[config.mk]
export PLATFORM = sky130hd
export DESIGN_NAME = vrd_front
export DESIGN_NICKNAME = d
export VERILOG_FILES = /design/src/hdl/vrd_pkg.sv /design/src/hdl/vrd_front.sv
export SDC_FILE = /design/constraint.sdc
export NUM_CORES = 2
export LEC_CHECK = 0
export BUFFER_PORTS_ARGS = -buffer_cell sky130_fd_sc_hd__buf_4
export CORE_UTILIZATION = 45
export DETAILED_ROUTE_END_ITERATION = 12
export PLACE_DENSITY_LB_ADDON = 0.12
export SLEW_MARGIN = 20
export SYNTH_ARGS = -nofsm -noshare
export SYNTH_HDL_FRONTEND = slang
export SYNTH_SLANG_ARGS = --single-unit
export TNS_END_PERCENT = 100
[constraint.sdc]
create_clock -name clk -period 12.41 [get_ports clk]
set_input_delay 1.241 -clock clk [delete_from_list [all_inputs] [get_ports clk]]
set_output_delay 1.241 -clock clk [all_outputs]
set_load 0.01 [all_outputs]
[src/hdl/vrd_pkg.sv]
// ----------------------------------------------------------------------------
// vrd_pkg: shared types and constants for the vector rotation pipeline
// Item layouts, fixed-point widths and the angle tables used by the front and the cells.
// ----------------------------------------------------------------------------
package vrd_pkg;

    localparam int COORD_WIDTH     = 16;
    localparam int ANGLE_WIDTH     = 16;
    localparam int DATA_WIDTH      = 32;
    localparam int GUARD_BITS      = 12;
    localparam int ROUND_WIDTH     = DATA_WIDTH - GUARD_BITS;
    localparam int EXT_WIDTH       = COORD_WIDTH + 1;
    localparam int ABS_WIDTH       = ANGLE_WIDTH + 1;
    localparam int ANGLE_TABLE_LEN = 24;

    localparam int ANGLE_DIV    = 45;
    localparam int RECIP_WIDTH  = 17;
    localparam int RECIP_SHIFT  = 22;
    localparam int QUOT_WIDTH   = 10;
    localparam int REM_WIDTH    = 6;
    localparam int FRAC_WIDTH   = 23;
    localparam int FRAC_DEPTH   = ANGLE_DIV;
    localparam int PROD_WIDTH   = ABS_WIDTH + RECIP_WIDTH;
    localparam int GAIN_SHIFT   = 18;
    localparam int SCALE_WIDTH  = 48;

    localparam logic [RECIP_WIDTH-1:0]  RECIP_DIV    = 17'd93207;
    localparam logic signed [DATA_WIDTH-1:0] QUARTER_TURN = 32'sh4000_0000;
    localparam logic signed [DATA_WIDTH-1:0] GAIN_Q30     = 32'sd652032874;

    typedef struct packed {
        logic signed [COORD_WIDTH-1:0] point_x;
        logic signed [COORD_WIDTH-1:0] point_y;
        logic signed [ANGLE_WIDTH-1:0] turn_angle;
    } point_in_t;

    typedef struct packed {
        logic signed [COORD_WIDTH-1:0] rotated_x;
        logic signed [COORD_WIDTH-1:0] rotated_y;
        logic                          clipped;
    } rot_out_t;

    typedef struct packed {
        logic signed [DATA_WIDTH-1:0] x;
        logic signed [DATA_WIDTH-1:0] y;
        logic signed [DATA_WIDTH-1:0] z;
    } cell_t;

    typedef logic signed [DATA_WIDTH-1:0] atan_table_t [ANGLE_TABLE_LEN];
    typedef logic [FRAC_WIDTH-1:0]        frac_table_t [FRAC_DEPTH];

    // atan(2^-i) in units of 2^-32 turn
    localparam atan_table_t ATAN_TABLE = '{
        32'sd536870912, 32'sd316933406, 32'sd167458907, 32'sd85004756,
        32'sd42667331,  32'sd21354465,  32'sd10679838,  32'sd5340245,
        32'sd2670163,   32'sd1335087,   32'sd667544,    32'sd333772,
        32'sd166886,    32'sd83443,     32'sd41722,     32'sd20861,
        32'sd10430,     32'sd5215,      32'sd2608,      32'sd1304,
        32'sd652,       32'sd326,       32'sd163,       32'sd81
    };

    function automatic frac_table_t build_frac_table();
        frac_table_t t;
        for (int r = 0; r < FRAC_DEPTH; r++)
        begin
            t[r] = FRAC_WIDTH'((longint'(r) << FRAC_WIDTH) / ANGLE_DIV);
        end
        return t;
    endfunction

    // floor(r * 2^23 / 45) for each remainder r
    localparam frac_table_t FRAC_TABLE = build_frac_table();

endpackage

[src/hdl/vrd_front.sv]
// ----------------------------------------------------------------------------
// vrd_front: angle conversion, quadrant fold and gain prescale
// Three stages turning an input item into the first cell's x, y and z.
// ----------------------------------------------------------------------------
module vrd_front (
    input  logic               clk,
    input  logic               rst_n,
    input  logic               advance,
    input  logic               in_valid,
    input  vrd_pkg::point_in_t in_item,
    output logic               valid_out,
    output vrd_pkg::cell_t     data_out
);
    import vrd_pkg::*;

    logic signed [ABS_WIDTH-1:0]   angle_ext;
    logic [ABS_WIDTH-1:0]          abs_next;
    logic [PROD_WIDTH-1:0]         quot_prod;
    logic [QUOT_WIDTH-1:0]         quot_next;

    logic                          s1_valid_reg;
    logic signed [COORD_WIDTH-1:0] s1_x_reg;
    logic signed [COORD_WIDTH-1:0] s1_y_reg;
    logic [ABS_WIDTH-1:0]          s1_abs_reg;
    logic                          s1_neg_reg;
    logic [QUOT_WIDTH-1:0]         s1_quot_reg;

    logic [ABS_WIDTH-1:0]          quot_times;
    logic [REM_WIDTH-1:0]          rem;
    logic [DATA_WIDTH-1:0]         z_abs;
    logic signed [DATA_WIDTH-1:0]  z_turn;
    logic signed [EXT_WIDTH-1:0]   x_ext;
    logic signed [EXT_WIDTH-1:0]   y_ext;
    logic signed [EXT_WIDTH-1:0]   x_next;
    logic signed [EXT_WIDTH-1:0]   y_next;
    logic signed [DATA_WIDTH-1:0]  z_next;

    logic                          s2_valid_reg;
    logic signed [EXT_WIDTH-1:0]   s2_x_reg;
    logic signed [EXT_WIDTH-1:0]   s2_y_reg;
    logic signed [DATA_WIDTH-1:0]  s2_z_reg;

    logic signed [SCALE_WIDTH-1:0] scale_x;
    logic signed [SCALE_WIDTH-1:0] scale_y;
    cell_t                         data_next;

    logic                          valid_reg;
    cell_t                         data_reg;

    // quotient of |angle| / 45 by reciprocal multiply
    always_comb
    begin
        angle_ext = EXT_WIDTH'(in_item.turn_angle);
        abs_next  = angle_ext[ABS_WIDTH-1] ? ABS_WIDTH'(-angle_ext) : ABS_WIDTH'(angle_ext);
        quot_prod = PROD_WIDTH'(abs_next) * PROD_WIDTH'(RECIP_DIV);
        quot_next = QUOT_WIDTH'(quot_prod >> RECIP_SHIFT);
    end

    always_ff @(posedge clk or negedge rst_n)
    begin
        if (!rst_n)
        begin
            s1_valid_reg <= 1'b0;
        end
        else if (advance)
        begin
            s1_valid_reg <= in_valid;
        end
    end

    always_ff @(posedge clk)
    begin
        if (advance)
        begin
            s1_x_reg    <= in_item.point_x;
            s1_y_reg    <= in_item.point_y;
            s1_abs_reg  <= abs_next;
            s1_neg_reg  <= in_item.turn_angle[ANGLE_WIDTH-1];
            s1_quot_reg <= quot_next;
        end
    end

    // binary angle and quadrant fold
    always_comb
    begin
        quot_times = ABS_WIDTH'(s1_quot_reg) * ABS_WIDTH'(ANGLE_DIV);
        rem        = REM_WIDTH'(s1_abs_reg - quot_times);
        z_abs      = (DATA_WIDTH'(s1_quot_reg) << FRAC_WIDTH) + DATA_WIDTH'(FRAC_TABLE[rem]);
        z_turn     = s1_neg_reg ? -signed'(z_abs) : signed'(z_abs);
        x_ext      = EXT_WIDTH'(s1_x_reg);
        y_ext      = EXT_WIDTH'(s1_y_reg);
        x_next     = x_ext;
        y_next     = y_ext;
        z_next     = z_turn;
        if (z_turn > QUARTER_TURN)
        begin
            x_next = -y_ext;
            y_next = x_ext;
            z_next = z_turn - QUARTER_TURN;
        end
        else if (z_turn < -QUARTER_TURN)
        begin
            x_next = y_ext;
            y_next = -x_ext;
            z_next = z_turn + QUARTER_TURN;
        end
    end

    always_ff @(posedge clk or negedge rst_n)
    begin
        if (!rst_n)
        begin
            s2_valid_reg <= 1'b0;
        end
        else if (advance)
        begin
            s2_valid_reg <= s1_valid_reg;
        end
    end

    always_ff @(posedge clk)
    begin
        if (advance)
        begin
            s2_x_reg <= x_next;
            s2_y_reg <= y_next;
            s2_z_reg <= z_next;
        end
    end

    // gain prescale, leaving guard fraction bits
    always_comb
    begin
        scale_x = SCALE_WIDTH'(s2_x_reg) * SCALE_WIDTH'(GAIN_Q30)
                  + (SCALE_WIDTH'(1) <<< (GAIN_SHIFT - 1));
        scale_y = SCALE_WIDTH'(s2_y_reg) * SCALE_WIDTH'(GAIN_Q30)
                  + (SCALE_WIDTH'(1) <<< (GAIN_SHIFT - 1));
        data_next.x = DATA_WIDTH'(scale_x >>> GAIN_SHIFT);
        data_next.y = DATA_WIDTH'(scale_y >>> GAIN_SHIFT);
        data_next.z = s2_z_reg;
    end

    always_ff @(posedge clk or negedge rst_n)
    begin
        if (!rst_n)
        begin
            valid_reg <= 1'b0;
        end
        else if (advance)
        begin
            valid_reg <= s2_valid_reg;
        end
    end

    always_ff @(posedge clk)
    begin
        if (advance)
        begin
            data_reg <= data_next;
        end
    end

    assign valid_out = valid_reg;
    assign data_out  = data_reg;

endmodule

Word level (Yosys, flattened, before mapping)
Memories as Yosys holds them, arrays and structs flattened. Index checks and enable logic that the tools add are counted.

Word-level logic and storage cells: 43. Output and inout port bits: 97. Memories: 1. Bits in read-only memories: 1472. Flip-flop bits (word level): 210.

Memories: (no name shown) (depth 64, bits a word 23, read ports 1, clocked after Yosys merged registers in 0, write ports 0, line vrd_front.sv:88) `z_abs = (DATA_WIDTH'(s1_quot_reg) << FRAC_WIDTH) + DATA_WIDTH'(FRAC_TABLE[rem]);`.

$mul: 4. Multiplexer cells: 10. Bitwise logic cells: 1. $lt $le $gt $ge: 3. Add/sub/neg operators: 10.

Operators with widths (count): $add 48x19->48 const B (2); $mux 32 (3); $mul 17x30->47 const B (2); $mux 17 (5); $neg 16->17 (3); $mux 23 (2); $add 32x23->32 (1); $add 32x32->32 const B (1); $gt 32x32->1 const B (1); $lt 32x31->1 const B (1); $mul 17x17->32 const B (1); $neg 32->32 (1); $sub 32x32->32 const B (1); $mul 10x6->6 const B (1); $ge 7x7->1 const B (1); $not 6->7 (1); $sub 6x6->6 (1).

Depth between registers and ports, before layout
Depth after elaboration: 12. Depth in mapped cells: 28. Gate-level depth less buffers: 28.

Worst setup path before layout
No wires, ideal clock.

Kind: register to register. Start: register s2_y_reg[8]. End: register data_reg (netlist bit data_out[59]), data pin. Data required time: 12152 ps. Clock period less this slack: 7680 ps. Arrival time: 7422 ps. Path slack: 4730 ps. Stages on the path, launching flop included: 26. Path through: edfxtp_1 > fa_1 > inv_1 > fa_1 > fa_1 > inv_1 > fa_1 > fa_1 > inv_1 > fa_1 > inv_1 > ha_1 > clkbuf_1 > and3_1 > and3_1 > and3_1 > a32o_1 > o31ai_1 > a21boi_0 > nand4b_1 > or4_1 > nor4b_1 > nand4_1 > nor4b_1 > mux2i_1 > xnor2_1.

Longest elaborated chain between the ends: 2.

RTL lines: start: declaration (line vrd_front.sv:40) `logic signed [EXT_WIDTH-1:0] s2_y_reg;`; start signal: assignment (line vrd_front.sv:126) `s2_y_reg <= y_next;`; $mul 17x30->47 (line vrd_front.sv:136) `scale_y = SCALE_WIDTH'(s2_y_reg) * SCALE_WIDTH'(GAIN_Q30)`; $add 48x19->48 (line vrd_front.sv:137) `+ (SCALE_WIDTH'(1) <<< (GAIN_SHIFT - 1));`; net scale_y[45] (line vrd_front.sv:44) `logic signed [SCALE_WIDTH-1:0] scale_y;`; end signal: assignment (line vrd_front.sv:159) `data_reg <= data_next;`; end: declaration (line vrd_front.sv:48) `cell_t data_reg;`.

The timed path passes the listed nets, and every way through them passes these cells. A chain may end at the register's enable or synchronous reset.

Worst setup path in the final report
Start: register s2_x_reg[14]. End: register data_out[93] (netlist name).

Longest elaborated chain between the ends: 2.

RTL lines: start: declaration (line vrd_front.sv:39) `logic signed [EXT_WIDTH-1:0] s2_x_reg;`; start signal: assignment (line vrd_front.sv:125) `s2_x_reg <= x_next;`; $mul 17x30->47 (line vrd_front.sv:134) `scale_x = SCALE_WIDTH'(s2_x_reg) * SCALE_WIDTH'(GAIN_Q30)`; $add 48x19->48 (line vrd_front.sv:135) `+ (SCALE_WIDTH'(1) <<< (GAIN_SHIFT - 1));`; net scale_x[47] (line vrd_front.sv:43) `logic signed [SCALE_WIDTH-1:0] scale_x;`.

The timed path passes the listed nets, and every way through them passes these cells.

==> results.md <==
- Status: finished clean
- Synth Instances: 3,072
- Setup total negative slack: 0 ns
- Vias per Instance: between 5 and 6
- Number of clock sinks: 209
- Clock buffer depth: 3
- Die W: around 270 um
- Period minus WS final: roughly 8.8 ns
- Postcts setup bufs: 0
- Final Core Density: between 50% and 60%
- Root buf cell: clkbuf_16
- Worst hold path type: input pin to async pin
- DIE HEIGHT: between 200 and 300 um
- Die footprint: a little over 0.07 mm^2
- Tcrit/Tclk final: a little over two thirds
- Mapped Area: about 0.032 mm^2
- Slew HR: around 28%
- Antenna Cells: 0
- Residual DRC: 0
- Req. time, crit path: 12.74 ns
- Fmax: 114 MHz
- WP data arrival: around 9.1 ns
- R2R Setup Slk: about 3.6 ns
- Setup Skew: around 0.045 ns
- Most used DFF post-synth: edfxtp_1
- CTS tree: built
- Synth Register Bits: roughly 210
- Async SR Flop Fraction: 1.44%
- Core area: between 0.07 and 0.08 mm^2
- CP max stage cell: nor4_1
- Final Net Count: 4,204
- Worst skew pair latency: between 0.6 and 0.7 ns
- WL final: slightly above 80,000 um
- PortBufs: approximately 150
- Total grt overflow: 0
- Starting Density: 45.5%
- H-tree levels: 1
- Final setup violation count: 0
- Gates resized, CTS repair: 0
- Worst-Margin Slew: ~1.1 ns
- Total global routing track utilization: roughly a quarter
- Worst Setup End Kind: flip-flop
- Netlist cell types: 85
- First-pass GRT wire length: approximately 130,000 um
- Clock slew seen by the registers of the worst setup and hold paths: 0.06 ns
- Synth Warn #: 0
- Seq/Total Area, Yosys: 19.6%
- Max Slew Vio Count: 0
- Final hold viol count: 0
- Fraction of layout cells with a size suffix above 1: around 7.5%
- CP cell instances: fa_1 > fa_1 > inv_1 > fa_1 > inv_1 > fa_1 > fa_1 > inv_1 > fa_1 > inv_1 > ha_1 > nand4_1 > nor2_1 > nand2_1 > o31ai_1 > a211oi_1 > xnor2_1 > nand4_1 > nor3_1 > nand3_1 > nor4_1 > nand4_1 > xnor3_1
- Max Cap Violations: 0
- Num rows: 97
- Largest stage delay, worst path: ~0.75 ns
- CP dominant cell by count: fa_1
- Area grow syn2layout: 9.97%
- Setup CP Type: flip-flop to flip-flop
- # IOs: approximately 150
- HPWL after detailed placement: roughly 71,000 um
- Final GP Congestion: 0.959
- Post-DRT Antenna Nets: 0
- RSZ-0062 raised after global routing: false
- Crit Path Max Fanout: 11
- Post-synth EDFFs: slightly above 200
- Total CTS buffers: 28
- CP startpoint kind: flip-flop
- Largest net degree at the start of global routing: 91
- 1st-pass router iterations: 5
- Largest register FFs: 92
- Hold-fix buffers, CTS: 0
- Vias: roughly 22,000
- Mean Syn Cell Area: 10.4 um^2
- Average wire per standard cell: between 15 and 20 um
- Number of global-route vias before repair: 23,100
- Initial antenna violation count: 2
- DRT iter0 DRCs: around 1,100
[Yosys cell counts, drive strengths merged (34+ instances only)]
cell	count	area [um^2]
inv	776	2910
ha	482	6030
fa	464	9290
edfxtp	206	6190
xnor2	131	1150
nor2	110	415
nand2	99	372
a21oi	81	405
o21ai	76	384
a21o	58	435
xor2	53	472
nand3	48	245
or3	37	231
clkbuf	34	128
nor3	34	170
[cell usage in the layout (no fill, tap or decap), drive strengths merged, types with 53 or more instances in the layout]
cell type	netlist	routed
inv	776	778
fa	464	464
edfxtp	206	206
nand2	99	99
xnor2	131	131
a21o	58	58
xor2	53	53
buf	22	156
o21ai	76	76
ha	482	482
a21oi	81	81
nor2	110	110
[worst paths after layout]
kind | from | to | cells past startpoint
max | s2_x_reg[14] | data_out[93] | 23
min reg2reg | s2_z_reg[4] | data_out[4] | 0
min | rst_n | s2_valid_reg | 1
max in group asynchronous | rst_n | valid_out | 1
max reg2reg | s2_x_reg[14] | data_out[93] | 23
min in group clk | s2_z_reg[4] | data_out[4] | 0
[logic make-up after synthesis]
group | count (synthesis) | synth area share, %
buffers and inverters | 832 | 9.93
AOI/OAI and AO/OA | 394 | 8.52
adders and majority gates | 946 | 48.1
xor gates and xnor gates | 186 | 5.22
muxes | 30 | 0.970
other | 2 | 0.0236
and+or+nand+nor | 473 | 7.61
DFF | 209 | 19.6
[metrics by stage]
stage | worst slack [ns] | cell area, um^2 | std cells | hold slack, ns
after global routing | 2.92 | 35000 | 4168 | 0.365
final | 3.63 | 35000 | 4168 | 0.403
after detailed placement | 3.61 | 34000 | 4116 | 0.405
after CTS | 3.54 | 35000 | 4168 | 0.357
after floorplan | 4.73 | 31900 | 3076 | 0.400
after global placement | 3.83 | 34000 | 4116 | 0.406
[worst max-delay path: cells and delay by family, from the launching register on]
kind	cells	cell delay (ns)
fa+ha+maj	7	3.83
compound gates	2	0.84
buf+inv	4	0.25
flops	1	0.67
simple gates	8	2.13
xor+xnor	2	0.76
[routing by layer]
layer | global-route usage [%] | vias to the layer above | wire length [um]
li1 | - | 10300 | -
met1 | 33.0 | 10700 | 38700
met2 | 38.1 | 499 | 37600
met3 | 3.46 | 124 | 3940
met4 | 6.38 | 4 | 2350
met5 | 0 | - | 26
[final cells by class]
cell class	instances	area, um^2
fill	6479	35000
multi-input combinational	2035	22500
sequential	209	6260
inverter	776	2910
timing repair buffer	156	1180
tap	940	1180
clock buffer	34	743
clock inverter	18	312
Power is left out: the tool's default activity adds up to more than one toggle a clock period on the data nets, which glitch-free logic cannot reach.
