File: src/hdl/vrd_pkg.sv
// ----------------------------------------------------------------------------
// vrd_pkg: shared types and constants for the vector rotation pipeline
// Item layouts, fixed-point widths and the angle tables used by the front and the cells.
// ----------------------------------------------------------------------------
package vrd_pkg;

    localparam int COORD_WIDTH     = 16;
    localparam int ANGLE_WIDTH     = 16;
    localparam int DATA_WIDTH      = 32;
    localparam int GUARD_BITS      = 12;
    localparam int ROUND_WIDTH     = DATA_WIDTH - GUARD_BITS;
    localparam int EXT_WIDTH       = COORD_WIDTH + 1;
    localparam int ABS_WIDTH       = ANGLE_WIDTH + 1;
    localparam int ANGLE_TABLE_LEN = 24;

    localparam int ANGLE_DIV    = 45;
    localparam int RECIP_WIDTH  = 17;
    localparam int RECIP_SHIFT  = 22;
    localparam int QUOT_WIDTH   = 10;
    localparam int REM_WIDTH    = 6;
    localparam int FRAC_WIDTH   = 23;
    localparam int FRAC_DEPTH   = ANGLE_DIV;
    localparam int PROD_WIDTH   = ABS_WIDTH + RECIP_WIDTH;
    localparam int GAIN_SHIFT   = 18;
    localparam int SCALE_WIDTH  = 48;

    localparam logic [RECIP_WIDTH-1:0]  RECIP_DIV    = 17'd93207;
    localparam logic signed [DATA_WIDTH-1:0] QUARTER_TURN = 32'sh4000_0000;
    localparam logic signed [DATA_WIDTH-1:0] GAIN_Q30     = 32'sd652032874;

    typedef struct packed {
        logic signed [COORD_WIDTH-1:0] point_x;
        logic signed [COORD_WIDTH-1:0] point_y;
        logic signed [ANGLE_WIDTH-1:0] turn_angle;
    } point_in_t;

    typedef struct packed {
        logic signed [COORD_WIDTH-1:0] rotated_x;
        logic signed [COORD_WIDTH-1:0] rotated_y;
        logic                          clipped;
    } rot_out_t;

    typedef struct packed {
        logic signed [DATA_WIDTH-1:0] x;
        logic signed [DATA_WIDTH-1:0] y;
        logic signed [DATA_WIDTH-1:0] z;
    } cell_t;

    typedef logic signed [DATA_WIDTH-1:0] atan_table_t [ANGLE_TABLE_LEN];
    typedef logic [FRAC_WIDTH-1:0]        frac_table_t [FRAC_DEPTH];

    // atan(2^-i) in units of 2^-32 turn
    localparam atan_table_t ATAN_TABLE = '{
        32'sd536870912, 32'sd316933406, 32'sd167458907, 32'sd85004756,
        32'sd42667331,  32'sd21354465,  32'sd10679838,  32'sd5340245,
        32'sd2670163,   32'sd1335087,   32'sd667544,    32'sd333772,
        32'sd166886,    32'sd83443,     32'sd41722,     32'sd20861,
        32'sd10430,     32'sd5215,      32'sd2608,      32'sd1304,
        32'sd652,       32'sd326,       32'sd163,       32'sd81
    };

    function automatic frac_table_t build_frac_table();
        frac_table_t t;
        for (int r = 0; r < FRAC_DEPTH; r++)
        begin
            t[r] = FRAC_WIDTH'((longint'(r) << FRAC_WIDTH) / ANGLE_DIV);
        end
        return t;
    endfunction

    // floor(r * 2^23 / 45) for each remainder r
    localparam frac_table_t FRAC_TABLE = build_frac_table();

endpackage

File: src/hdl/vrd_back.sv
// ----------------------------------------------------------------------------
// vrd_back: rounding, saturation and output register with skid stage
// Drops guard bits, clips to the coordinate range and holds items for the sink.
// ----------------------------------------------------------------------------
module vrd_back (
    input  logic              clk,
    input  logic              rst_n,
    input  logic              valid_in,
    input  vrd_pkg::cell_t    data_in,
    output logic              advance,
    output logic              out_valid,
    input  logic              out_ready,
    output vrd_pkg::rot_out_t out_item
);
    import vrd_pkg::*;

    localparam logic signed [ROUND_WIDTH-1:0] SAT_HI =
        (ROUND_WIDTH'(1) <<< (COORD_WIDTH - 1)) - ROUND_WIDTH'(1);
    localparam logic signed [ROUND_WIDTH-1:0] SAT_LO = -SAT_HI - ROUND_WIDTH'(1);
    localparam logic signed [DATA_WIDTH-1:0]  ROUND_HALF =
        DATA_WIDTH'(1) <<< (GUARD_BITS - 1);

    logic signed [ROUND_WIDTH-1:0] round_x;
    logic signed [ROUND_WIDTH-1:0] round_y;
    logic                          hit_x;
    logic                          hit_y;
    rot_out_t                      item_next;

    logic                          out_valid_reg;
    rot_out_t                      out_item_reg;
    logic                          skid_valid_reg;
    rot_out_t                      skid_item_reg;

    always_comb
    begin
        round_x = ROUND_WIDTH'((data_in.x + ROUND_HALF) >>> GUARD_BITS);
        round_y = ROUND_WIDTH'((data_in.y + ROUND_HALF) >>> GUARD_BITS);
        hit_x   = (round_x > SAT_HI) || (round_x < SAT_LO);
        hit_y   = (round_y > SAT_HI) || (round_y < SAT_LO);

        if (round_x > SAT_HI)
            item_next.rotated_x = COORD_WIDTH'(SAT_HI);
        else if (round_x < SAT_LO)
            item_next.rotated_x = COORD_WIDTH'(SAT_LO);
        else
            item_next.rotated_x = COORD_WIDTH'(round_x);

        if (round_y > SAT_HI)
            item_next.rotated_y = COORD_WIDTH'(SAT_HI);
        else if (round_y < SAT_LO)
            item_next.rotated_y = COORD_WIDTH'(SAT_LO);
        else
            item_next.rotated_y = COORD_WIDTH'(round_y);

        item_next.clipped = hit_x || hit_y;
    end

    assign advance = !skid_valid_reg;

    always_ff @(posedge clk or negedge rst_n)
    begin
        if (!rst_n)
        begin
            out_valid_reg  <= 1'b0;
            skid_valid_reg <= 1'b0;
        end
        else if (out_ready || !out_valid_reg)
        begin
            out_valid_reg  <= skid_valid_reg || (valid_in && advance);
            skid_valid_reg <= 1'b0;
        end
        else if (valid_in && advance)
        begin
            skid_valid_reg <= 1'b1;
        end
    end

    always_ff @(posedge clk)
    begin
        if (out_ready || !out_valid_reg)
        begin
            out_item_reg <= skid_valid_reg ? skid_item_reg : item_next;
        end
        else if (valid_in && advance)
        begin
            skid_item_reg <= item_next;
        end
    end

    assign out_valid = out_valid_reg;
    assign out_item  = out_item_reg;

endmodule

File: config.mk
export PLATFORM = sky130hd
export DESIGN_NAME = vrd_back
export DESIGN_NICKNAME = d
export VERILOG_FILES = /design/src/hdl/vrd_pkg.sv /design/src/hdl/vrd_back.sv
export SDC_FILE = /design/constraint.sdc
export NUM_CORES = 1
export LEC_CHECK = 0
export ABC_AREA = 1
export BUFFER_PORTS_ARGS = -buffer_cell sky130_fd_sc_hd__buf_2
export CAP_MARGIN = 10
export CORE_ASPECT_RATIO = 0.7
export CORE_MARGIN = 5
export CORE_UTILIZATION = 51
export DETAILED_ROUTE_END_ITERATION = 12
export GPL_TIMING_DRIVEN = 0
export PLACE_DENSITY = 0.77
export SLEW_MARGIN = 30
export SYNTH_ARGS = -nofsm -noshare
export SYNTH_HDL_FRONTEND = slang
export SYNTH_SLANG_ARGS = --single-unit
export TNS_END_PERCENT = 50
File: constraint.sdc
create_clock -name clk -period 3.42 [get_ports clk]
set_input_delay 0.342 -clock clk [delete_from_list [all_inputs] [get_ports clk]]
set_output_delay 0.342 -clock clk [all_outputs]
set_load 0.005 [all_outputs]
== After elaboration in Yosys (flattened, before gate mapping) ==
Cells that the tools add are included.
Operators by class
  add/subtract/negate cells: 2
  reductions and logical operators: 10
  bitwise logic cells: 1
  order comparisons: 4
  mux-type cells: 7
Operators with widths (count)
  32-bit by 13-bit adder with 32-bit output (second input constant): 2
  16-bit two-way mux: 4
  20-bit by 16-bit > comparator with 1-bit output (second input constant): 2
  20-bit by 16-bit less-than comparator with 1-bit output (second input constant): 2
  33-bit two-way mux: 1
  1-bit logical OR: 5
  1-bit logical NOT: 2
  1-bit two-way mux: 2
  2-bit AND reduction: 1
  2-bit nonzero test: 1
  1-bit logical AND: 1
  1-bit inverter: 1
Word-level totals
  output and inout bits: 35
  register bits after elaboration: 68
  input port bits: 100

== Longest topological paths before layout ==
Gate-level depths: netlist of run 1.
  depth after elaboration: 5
  mapped depth: 16

== Worst setup path after synthesis of run 1 ==
Ideal clock, no wire load.
  kind: input -> register
  start point: input out_ready
  end point: register skid_item_reg[0] in the netlist's numbering (enable)
  setup time: 423 ps
  required time: 2997 ps
  slack: 342 ps
  cell stages on the path: 3
  buffers on the path: 0
  arrival time: 2655 ps
  cell sequence: inv_1 -> nand2_1 -> nor2_1
Between the ends
  word-level cells in the longest chain between the ends: 3
RTL lines
  start, declared: RTL line vrd_back.sv:12  | input logic out_ready,
  1-bit logical OR: RTL line vrd_back.sv:80  | if (out_ready || !out_valid_reg)
  1-bit inverter (no source line)
  2-bit AND reduction (no source line)
  end signal, assigned: RTL line vrd_back.sv:86  | skid_item_reg <= item_next;
  end, declared: RTL line vrd_back.sv:32  | rot_out_t skid_item_reg;
No other way between the ends.
A chain may end at the register's enable or synchronous reset.

== Final worst setup path of run 1 ==
  start point: register skid_valid_reg
  end point: register skid_item_reg[9] in the netlist's numbering (enable)
Between the ends
  word-level cells in the longest chain between the ends: 3
RTL lines
  start, declared: RTL line vrd_back.sv:31  | logic skid_valid_reg;
  start signal, assigned: RTL line vrd_back.sv:65  | skid_valid_reg <= 1'b0;
  start signal, assigned: RTL line vrd_back.sv:70  | skid_valid_reg <= 1'b0;
  start signal, assigned: RTL line vrd_back.sv:74  | skid_valid_reg <= 1'b1;
  1-bit logical NOT: RTL line vrd_back.sv:58  | assign advance = !skid_valid_reg;
  1-bit logical AND: RTL line vrd_back.sv:84  | else if (valid_in && advance)
  2-bit AND reduction (no source line)
No other way between the ends.

==> flow_summary.yaml, run 1 <==
synth:
  synth-edff-count: 66
  yosys-top-cells-count: "nand2_1, edfxtp_1, nor2_1, inv_1, nand3_1"
  syn_area_per_cell_sq_um: 8.76
  syn_inst: 453
  ys_ff_latch: 68
  yosysUniqueCellTypes: 32
  synthesis.nets: 555
  yosysWarnings: 0
  async_flop_share_pct: 2.94
  syn_area_sq_mm: 0.00397
  ys_seq_area_share_pct: 51.2
  synth_area_leaders: "edfxtp_1, nand2_1, nor2_1"
  synthFlopType: "edfxtp_1"
  synth_top_area_cell: "edfxtp_1"
  synth_top_area_share_pct: 49.9
  yosysMostFrequentCell: "nand2_1"
placed_design:
  gp_congestion: 0.874
  dp_slack_ps: 1150
  hpwl_microns: 6700
  placed_area_sq_mm: 0.00453
  io_buffers: 80
routing:
  dr.pass1.iters: 4
  drc_errors: 0
  vias: 3180
  postRouteAntennaNets: 0
  wl_per_cell_microns: 13.5
  drt_iter0_markers: 186
  viasPerCell: 4.91
  wl_microns: 8760
pwr:
  p_sw_share_pct: 25.1
  p_comb_share_pct: 16.4
  p_int_mw: 1.53
  p_clk_share_pct: 33.9
  p_per_area_mw_per_mm2: 430
  total_power_mw: 2.04
  ir_worst_vdd_v: 0.000254
  p_leak_nw: 2.08
  p_sw_mw: 0.513
  power_frac_seq_pct: 49.7
layout:
  drive_above_1_share_pct: 25.8
  num-nets-final: 648
  diodes: 0
  fin_area_sq_mm: 0.00474
  synthToLayoutAreaGrowth_pct: 19.5
sta:
  skew_ps: 6.08
  rsz0062_at_grt: "no"
  hold_viol_final: 0
  finalSetupViolations: 0
  period_share_pct: 61.9
  period_needed_ps: 2120
  worst_slew_margin_rel_pct: 42.5
  worstMarginPinSlew_ps: 860
  fmax_mhz: 472
  setup_ws_ps: 1300
  slew_violations: 0
job:
  max-cap-violations: 0
worst_setup_path:
  critPathCaptureType: "register"
  start_kind: "register"
  criticalPathCategory: "reg2reg"
  path_max_fanout: 25
  required_ps: 3470
  cp.arrival_ps: 2170
clock_network:
  clock_latency_ps: 340
  cts_buffers: 9
  root_buffer: "clkbuf_8"
  cts_sinks: 68
  ctsResizeCount: 0
  cts_tree: "done"
  clk_pin_slew_ps: 70
  postCtsSetupRepairBufs: 0
  htreeDepth: 3
  cts_buffer_depth: 2
global_routing:
  grt_pass1_vias: 3044
  grt_pass1_wl_microns: 14400
  grt_antenna_before_repair: 0
  grt_max_degree: 37
  grt_overflow: 0
  grt_use_total_pct: 18.8
floorplan:
  num_rows: 26
  core_area_sq_mm: 0.00745
  die_h_microns: 83.8
  die-area_sq_mm: 0.00967
  start_util_pct: 53.3
  io_pins: 135
  die_w_microns: 115
hold_path:
  hold_class: "in2reg"
status:
  status: "completed"
what timing repair did:
item	in CTS	in global routing
setup endpoints to repair	0	0
hold buffers	1	0
endpoints found under the hold margin	2	0
metrics by stage:
step                      instances  hold slack, ps  util, %  TNS, ps
after floorplan                 453            46.4        -        0
after global placement          631             127     60.3   -21840
after detailed placement        632             128     60.8        0
after CTS                       648             218     63.7        0
after global routing            648             225     63.7        0
final                           648             222     63.7        0
kinds of logic after synthesis:
| group | Yosys count | share of synthesized area [%] |
|---|---|---|
| fa+ha+maj | 2 | 0.630 |
| compound gates | 28 | 4.35 |
| simple gates | 273 | 30.3 |
| xor+xnor | 30 | 6.81 |
| buf+inv | 52 | 6.75 |
| flops | 68 | 51.2 |
critical path: stages, from the launching register on:
cell and delay, ps:
dfrtp_1 440, inv_1 110, buf_6 140, clkbuf_1 410, nand2_1 170, nor2_4 310, buf_16 220
power groups by stage:
stage	Sequential, mW	Combinational (mW)	Clock (mW)
after floorplan	1.04	0.182	0
after global placement	1.03	0.320	0
after detailed placement	1.03	0.334	0
after CTS	1.02	0.337	0.700
after global routing	1.02	0.373	0.739
final	1.02	0.334	0.692
final cells by class:
cell class / count / area, sq um
Fill cell: 639 / 2710
Clock inverter: 6 / 80.1
Tap cell: 98 / 123
Sequential cell: 68 / 2030
Multi-Input combinational cell: 333 / 1680
Clock buffer: 9 / 124
Buffer: 14 / 125
Timing Repair Buffer: 82 / 438
Inverter: 38 / 143
path summary, 6_finish.rpt:
path                                   startpoint               end  slack [ps]  cells after the start
worst max register to register     skid_valid_reg  skid_item_reg[9]        1300                      6
max in group asynchronous                   rst_n         out_valid        3030                      2
worst max-delay path               skid_valid_reg  skid_item_reg[9]        1300                      6
worst min-delay path                     valid_in         out_valid         220                      3
worst min register to register  skid_item_reg[20]      out_item[20]         520                      2
min in group asynchronous                   rst_n    skid_valid_reg         300                      2
placed cells by master (no fill, tap or decap), drive strengths merged:
cell type    count
o21bai           3
clkinv           3
edfxtp          66
nor2            53
nand4            5
xnor2           17
dlygate4sd3      3
clkbuf          12
clkinvlp         1
dfrtp            2
ha               2
o21ai            6
nor3             6
bufinv           2
a21oi            5
inv             38
buf             90
nand2          184
nand3           24
nand3b           1
a31oi           14
xor2            13
layer usage:
metal / part of all wire [%] / routed length (microns) / track usage [%]
met5: 0 / 0 / 0
met4: 0.99 / 87 / 5.65
met3: 8.4 / 734 / 4.78
met2: 44 / 3820 / 27.0
met1: 47 / 4110 / 27.8
(Power assumes the default switching activity.)
==> inputs of run 2 (changes only) <==
==> constraint.sdc (replaced) <==
create_clock -name clk -period 2 [get_ports clk]
set_input_delay 0.2 -clock clk [delete_from_list [all_inputs] [get_ports clk]]
set_output_delay 0.2 -clock clk [all_outputs]
set_load 0.005 [all_outputs]
==> run 2 against run 1 <==
Effect of this change: clock-buffer cell count stayed put; flip-flop and latch count stayed put; die area stayed put; total power is 75% higher; critical path type unchanged; critical endpoint is now out_item[19]; largest cell class unchanged; highest routed layer unchanged.
==> flow_summary.yaml, run 2 (synthesized netlist as in run 1, its figures left out) <==
layout:
  num-nets-final: 650
  diodes: 0
  final_cell_mix: "nand2_1, buf_2, edfxtp_1"
  synthToLayoutAreaGrowth_pct: 20.4
  nFillCells: 627
  drive_above_1_share_pct: 26.8
  final_common_cell: "nand2_1"
job:
  max-cap-violations: 0
floorplan:
  die-area_sq_mm: 0.00967
  die_h_microns: 83.8
  start_util_pct: 53.3
  core_area_sq_mm: 0.00745
  die_w_microns: 115
  num_rows: 26
  io_pins: 135
clock_network:
  root_buffer: "clkbuf_8"
  cts_tree: "done"
  cts_sinks: 68
  clock_latency_ps: 340
  clk_pin_slew_ps: 80
  cts_buffer_depth: 2
  cts_buffers: 9
  htreeDepth: 3
global_routing:
  grt_pass1_wl_microns: 14900
  grt_overflow: 0
  grt_antenna_before_repair: 0
  grt_pass1_vias: 3100
  grt_use_total_pct: 19.5
  grt_max_degree: 38
routing:
  viasPerCell: 5.07
  vias: 3301
  wl_per_cell_microns: 13.9
  dr.pass1.iters: 5
  postRouteAntennaNets: 0
  drt_iter0_markers: 252
  wl_microns: 9030
  drc_errors: 0
worst_setup_path:
  criticalPathCategory: "reg2reg"
  crit_buf_inv: 2
  critPathCaptureType: "register"
  start_kind: "register"
  cp.arrival_ps: 1840
  max_stage_delay_ps: 790
  path_max_fanout: 10
  path_cells: "inv_1 -> dlygate4sd3_1 -> a31oi_1"
  crit_family: "buffers and inverters"
  required_ps: 2080
  cpMaxStageDelayCell: "dlygate4sd3_1"
pwr:
  p_clk_share_pct: 35.2
  p_per_area_mw_per_mm2: 748
  p_sw_share_pct: 26.2
  p_comb_share_pct: 16.3
  p_leak_nw: 2.10
  p_sw_mw: 0.937
  total_power_mw: 3.58
  ir_worst_vdd_v: 0.000455
  power_frac_seq_pct: 48.6
  p_int_mw: 2.64
sta:
  fmax_mhz: 566
  period_share_pct: 88.4
  setup_ws_ps: 233
  rsz0062_at_grt: "no"
  slew_violations: 0
  period_needed_ps: 1770
  hold_viol_final: 0
  finalSetupViolations: 0
  worst_slew_margin_rel_pct: 37.3
  worstMarginPinSlew_ps: 937
  skew_ps: 11.6
hold_path:
  hold_class: "in2reg"
placed_design:
  hpwl_microns: 6760
  io_buffers: 80
  gp_congestion: 0.877
  dp_slack_ps: -380
status:
  status: "completed"
==> run 2: routing by layer <==
| metal | routed length, microns | share of wire [%] | vias up | GRT usage [%] |
|---|---|---|---|---|
| met5 | 0 | 0 | - | 0 |
| li1 | - | - | 1670 | - |
| met4 | 128 | 1.4 | 0 | 5.97 |
| met1 | 4170 | 46 | 1490 | 29.1 |
| met2 | 3980 | 44 | 131 | 27.6 |
| met3 | 757 | 8.4 | 10 | 5.00 |
==> run 2: repair_timing <==
action | in CTS | in global routing
buffers inserted | 3 | 0
pin swaps | 2 | 0
cloned | 1 | 0
resized for setup | 1 | 1
hold buffers | 1 | 0
endpoints found under the setup margin | 33 | 10
hold endpoints to repair | 2 | 0
==> run 2: layout make-up <==
class	count	area, sq um	area share (%)
well taps	98	123	2.57
plain buffers	13	124	2.59
repair buffers	84	445	9.32
flip-flops and latches	68	2030	42.5
clock buffers	9	124	2.59
multi-input cells	334	1690	35.4
inverters	38	143	2.98
clock inverters	7	98.8	2.07
==> run 2: stage by stage <==
stage	hold WS, ps	cell area (sq um)	cells	setup TNS, ps	util, %
final	80.0	4780	651	0	64.2
after global routing	88.3	4780	651	0	64.2
after CTS	72.4	4780	651	0	64.1
after detailed placement	-13.3	4500	631	-15190	60.4
after global placement	-14.4	4500	631	-11960	60.4
after floorplan	-95.6	3980	453	0	-
==> run 2: worst paths after layout <==
kind | from | endpoint | slack, ps | cells after the start
worst max-delay path | skid_valid_reg | out_item[19] | 230 | 3
worst min-delay path | valid_in | out_valid | 80 | 3
worst max register to register | skid_valid_reg | out_item[19] | 230 | 3
worst min register to register | skid_item_reg[12] | out_item[12] | 520 | 2
max in group asynchronous | rst_n | out_valid | 1730 | 2
min in group asynchronous | rst_n | skid_valid_reg | 180 | 2
==> run 2: tightest hold or removal path, stage by stage <==
cell and delay, ps:
buf_2 90, nor2_1 40, nand2_1 50
==> run 2: power by group through the flow <==
stage	Combinational, mW	Clock, mW	Sequential [mW]
floorplan	0.314	0	1.78
global placement	0.549	0	1.77
detailed placement	0.562	0	1.77
CTS	0.581	1.27	1.74
global route	0.648	1.34	1.75
finish	0.582	1.26	1.74
==> inputs of run 3 (changes only) <==
--- a/config.mk
+++ b/config.mk
@@ -10,10 +10,10 @@
 export CAP_MARGIN = 10
 export CORE_ASPECT_RATIO = 0.7
 export CORE_MARGIN = 5
-export CORE_UTILIZATION = 51
+export CORE_UTILIZATION = 55
 export DETAILED_ROUTE_END_ITERATION = 12
 export GPL_TIMING_DRIVEN = 0
-export PLACE_DENSITY = 0.77
+export PLACE_DENSITY = 0.82
 export SLEW_MARGIN = 30
 export SYNTH_ARGS = -nofsm -noshare
 export SYNTH_HDL_FRONTEND = slang
==> constraint.sdc (replaced) <==
create_clock -name clk -period 2.05 [get_ports clk]
set_input_delay 0.205 -clock clk [delete_from_list [all_inputs] [get_ports clk]]
set_output_delay 0.205 -clock clk [all_outputs]
set_load 0.005 [all_outputs]
==> run 3 against run 2 <==
Effect of this change: clock power fell by 16%; sequential share of layout area rose by 0.44 points; sequential power is 2% lower; core utilization rose by 4.6 points; via count rose by 1.1%; register-to-register slack got worse by 160 ps; critical path depth grew 2; flip-flop and latch count unchanged; hold slack gained 2.7 ps; final cell count down 0.77%.
==> flow_summary.yaml, run 3 (synthesized netlist as in run 1, its figures left out) <==
sta:
  hold_viol_final: 0
  skew_ps: 4.80
  finalSetupViolations: 0
  worstMarginPinSlew_ps: 873
  setup_ws_ps: 76.9
  worst_slew_margin_rel_pct: 41.6
  finalSetupTns_ps: 0
  fmax_mhz: 507
  slew_violations: 0
  hold_ws_ps: 82.7
  period_needed_ps: 1970
  period_share_pct: 96.3
  rsz0062_at_grt: "no"
layout:
  nFillCells: 568
  drive_above_1_share_pct: 26.3
  fin_util_pct: 68.7
  synthToLayoutAreaGrowth_pct: 19.2
  multi_input_area_sq_mm: 0.00169
  num-nets-final: 649
  final_common_cell: "nand2_1"
  seqCellArea_sq_mm: 0.00203
  final_cell_mix: "nand2_1, buf_2, edfxtp_1"
  diodes: 0
status:
  status: "completed"
worst_setup_path:
  path_max_fanout: 16
  criticalPathCategory: "reg2reg"
  critPathCaptureType: "register"
  cp.arrival_ps: 1960
  start_kind: "register"
  required_ps: 2030
routing:
  viasPerCell: 5.16
  vias: 3336
  drt_iter0_markers: 265
  postRouteAntennaNets: 0
  dr.pass1.iters: 5
  wl_microns: 8830
  met3_length_microns: 646
  drc_errors: 0
  wl_per_cell_microns: 13.7
  top_layer: "met4"
  m1WireLength_microns: 3990
  dr_wl_met2_microns: 4100
placed_design:
  io_buffers: 80
  hpwl_microns: 6560
  gp_congestion: 0.859
  dp_slack_ps: -317
clock_network:
  clk_pin_slew_ps: 70
  cts_buffer_depth: 2
  root_buffer: "clkbuf_8"
  cts_buffers: 9
  cts_tree: "done"
  clock_latency_ps: 340
  htreeDepth: 3
  cts_sinks: 68
pwr:
  total_power_mw: 3.32
  p_leak_nw: 2.07
  ir_worst_vdd_v: 0.000418
  p_per_area_mw_per_mm2: 701
global_routing:
  grt_antenna_before_repair: 0
  grt_max_degree: 38
  grt_pass1_vias: 3095
  grt_use_total_pct: 20.0
  grt_pass1_wl_microns: 14300
  grt_overflow: 0
hold_path:
  hold_class: "in2reg"
floorplan:
  io_pins: 135
  start_util_pct: 57.7
  num_rows: 25
  die_w_microns: 112
  die-area_sq_mm: 0.00904
  core_area_sq_mm: 0.00688
  die_h_microns: 81.1
job:
  max-cap-violations: 0
==> run 3: cell count changes in the layout (fill, tap and decap cells not counted) <==
cell / before / now
buf_4: 5 / 3
bufinv_16: 2 / 1
clkbuf_1: 2 / 3
clkbuf_2: 0 / 1
clkinv_1: 0 / 1
clkinv_4: 2 / 1
dlygate4sd3_1: 2 / 3
dlymetal6s4s_1: 1 / 0
==> run 3: layout make-up <==
type	count	share of cell area [%]
well taps	94	2.49
plain buffers	14	2.67
inverters	38	3.02
flip-flops and latches	68	43.0
repair buffers	82	9.10
clock inverters	6	1.35
multi-input cells	334	35.7
clock buffers	10	2.70
==> run 3: timing repair <==
item	CTS	global route
hold endpoints to repair	2	0
setup buffers	1	0
endpoints found under the setup margin	33	0
gates resized for setup	2	0
hold buffers	1	0
==> run 3: per-stage QoR <==
step | std cells | instance area [sq um]
5_1_grt | 646 | 4730
3_3_place_gp | 627 | 4500
4_1_cts | 646 | 4730
3_5_place_dp | 627 | 4500
2_1_floorplan | 453 | 3980
6_report | 646 | 4730
==> run 3: path summary, 6_finish.rpt <==
check,start,endpoint,slack (ps),cells after the start
setup / recovery,skid_valid_reg,skid_item_reg[4],80,5
hold / removal,valid_in,out_valid,80,3
setup reg to reg,skid_valid_reg,skid_item_reg[4],80,5
hold reg to reg,skid_item_reg[12],out_item[12],510,2
max in group asynchronous,rst_n,skid_valid_reg,1780,2
min in group asynchronous,rst_n,out_valid,180,2
==> run 3: where the power goes <==
group	leakage, nW	internal, mW	switching (mW)
Sequential	0.646	1.67	0.0294
Combinational	1.33	0.216	0.345
Clock	0.0943	0.561	0.499
==> run 3: critical path, cell delays in order, from the launching register on <==
cell      delay [ps]
dfrtp_1          450
inv_1            110
buf_6            140
clkbuf_2         240
nand2_1          200
nor2_4           460
==> run 3: layer usage <==
layer / track usage, % / vias up
met1: 26.6 / 1546
met4: 6.44 / 0
li1: - / 1665
met3: 4.77 / 13
met5: 0 / -
met2: 32.7 / 112
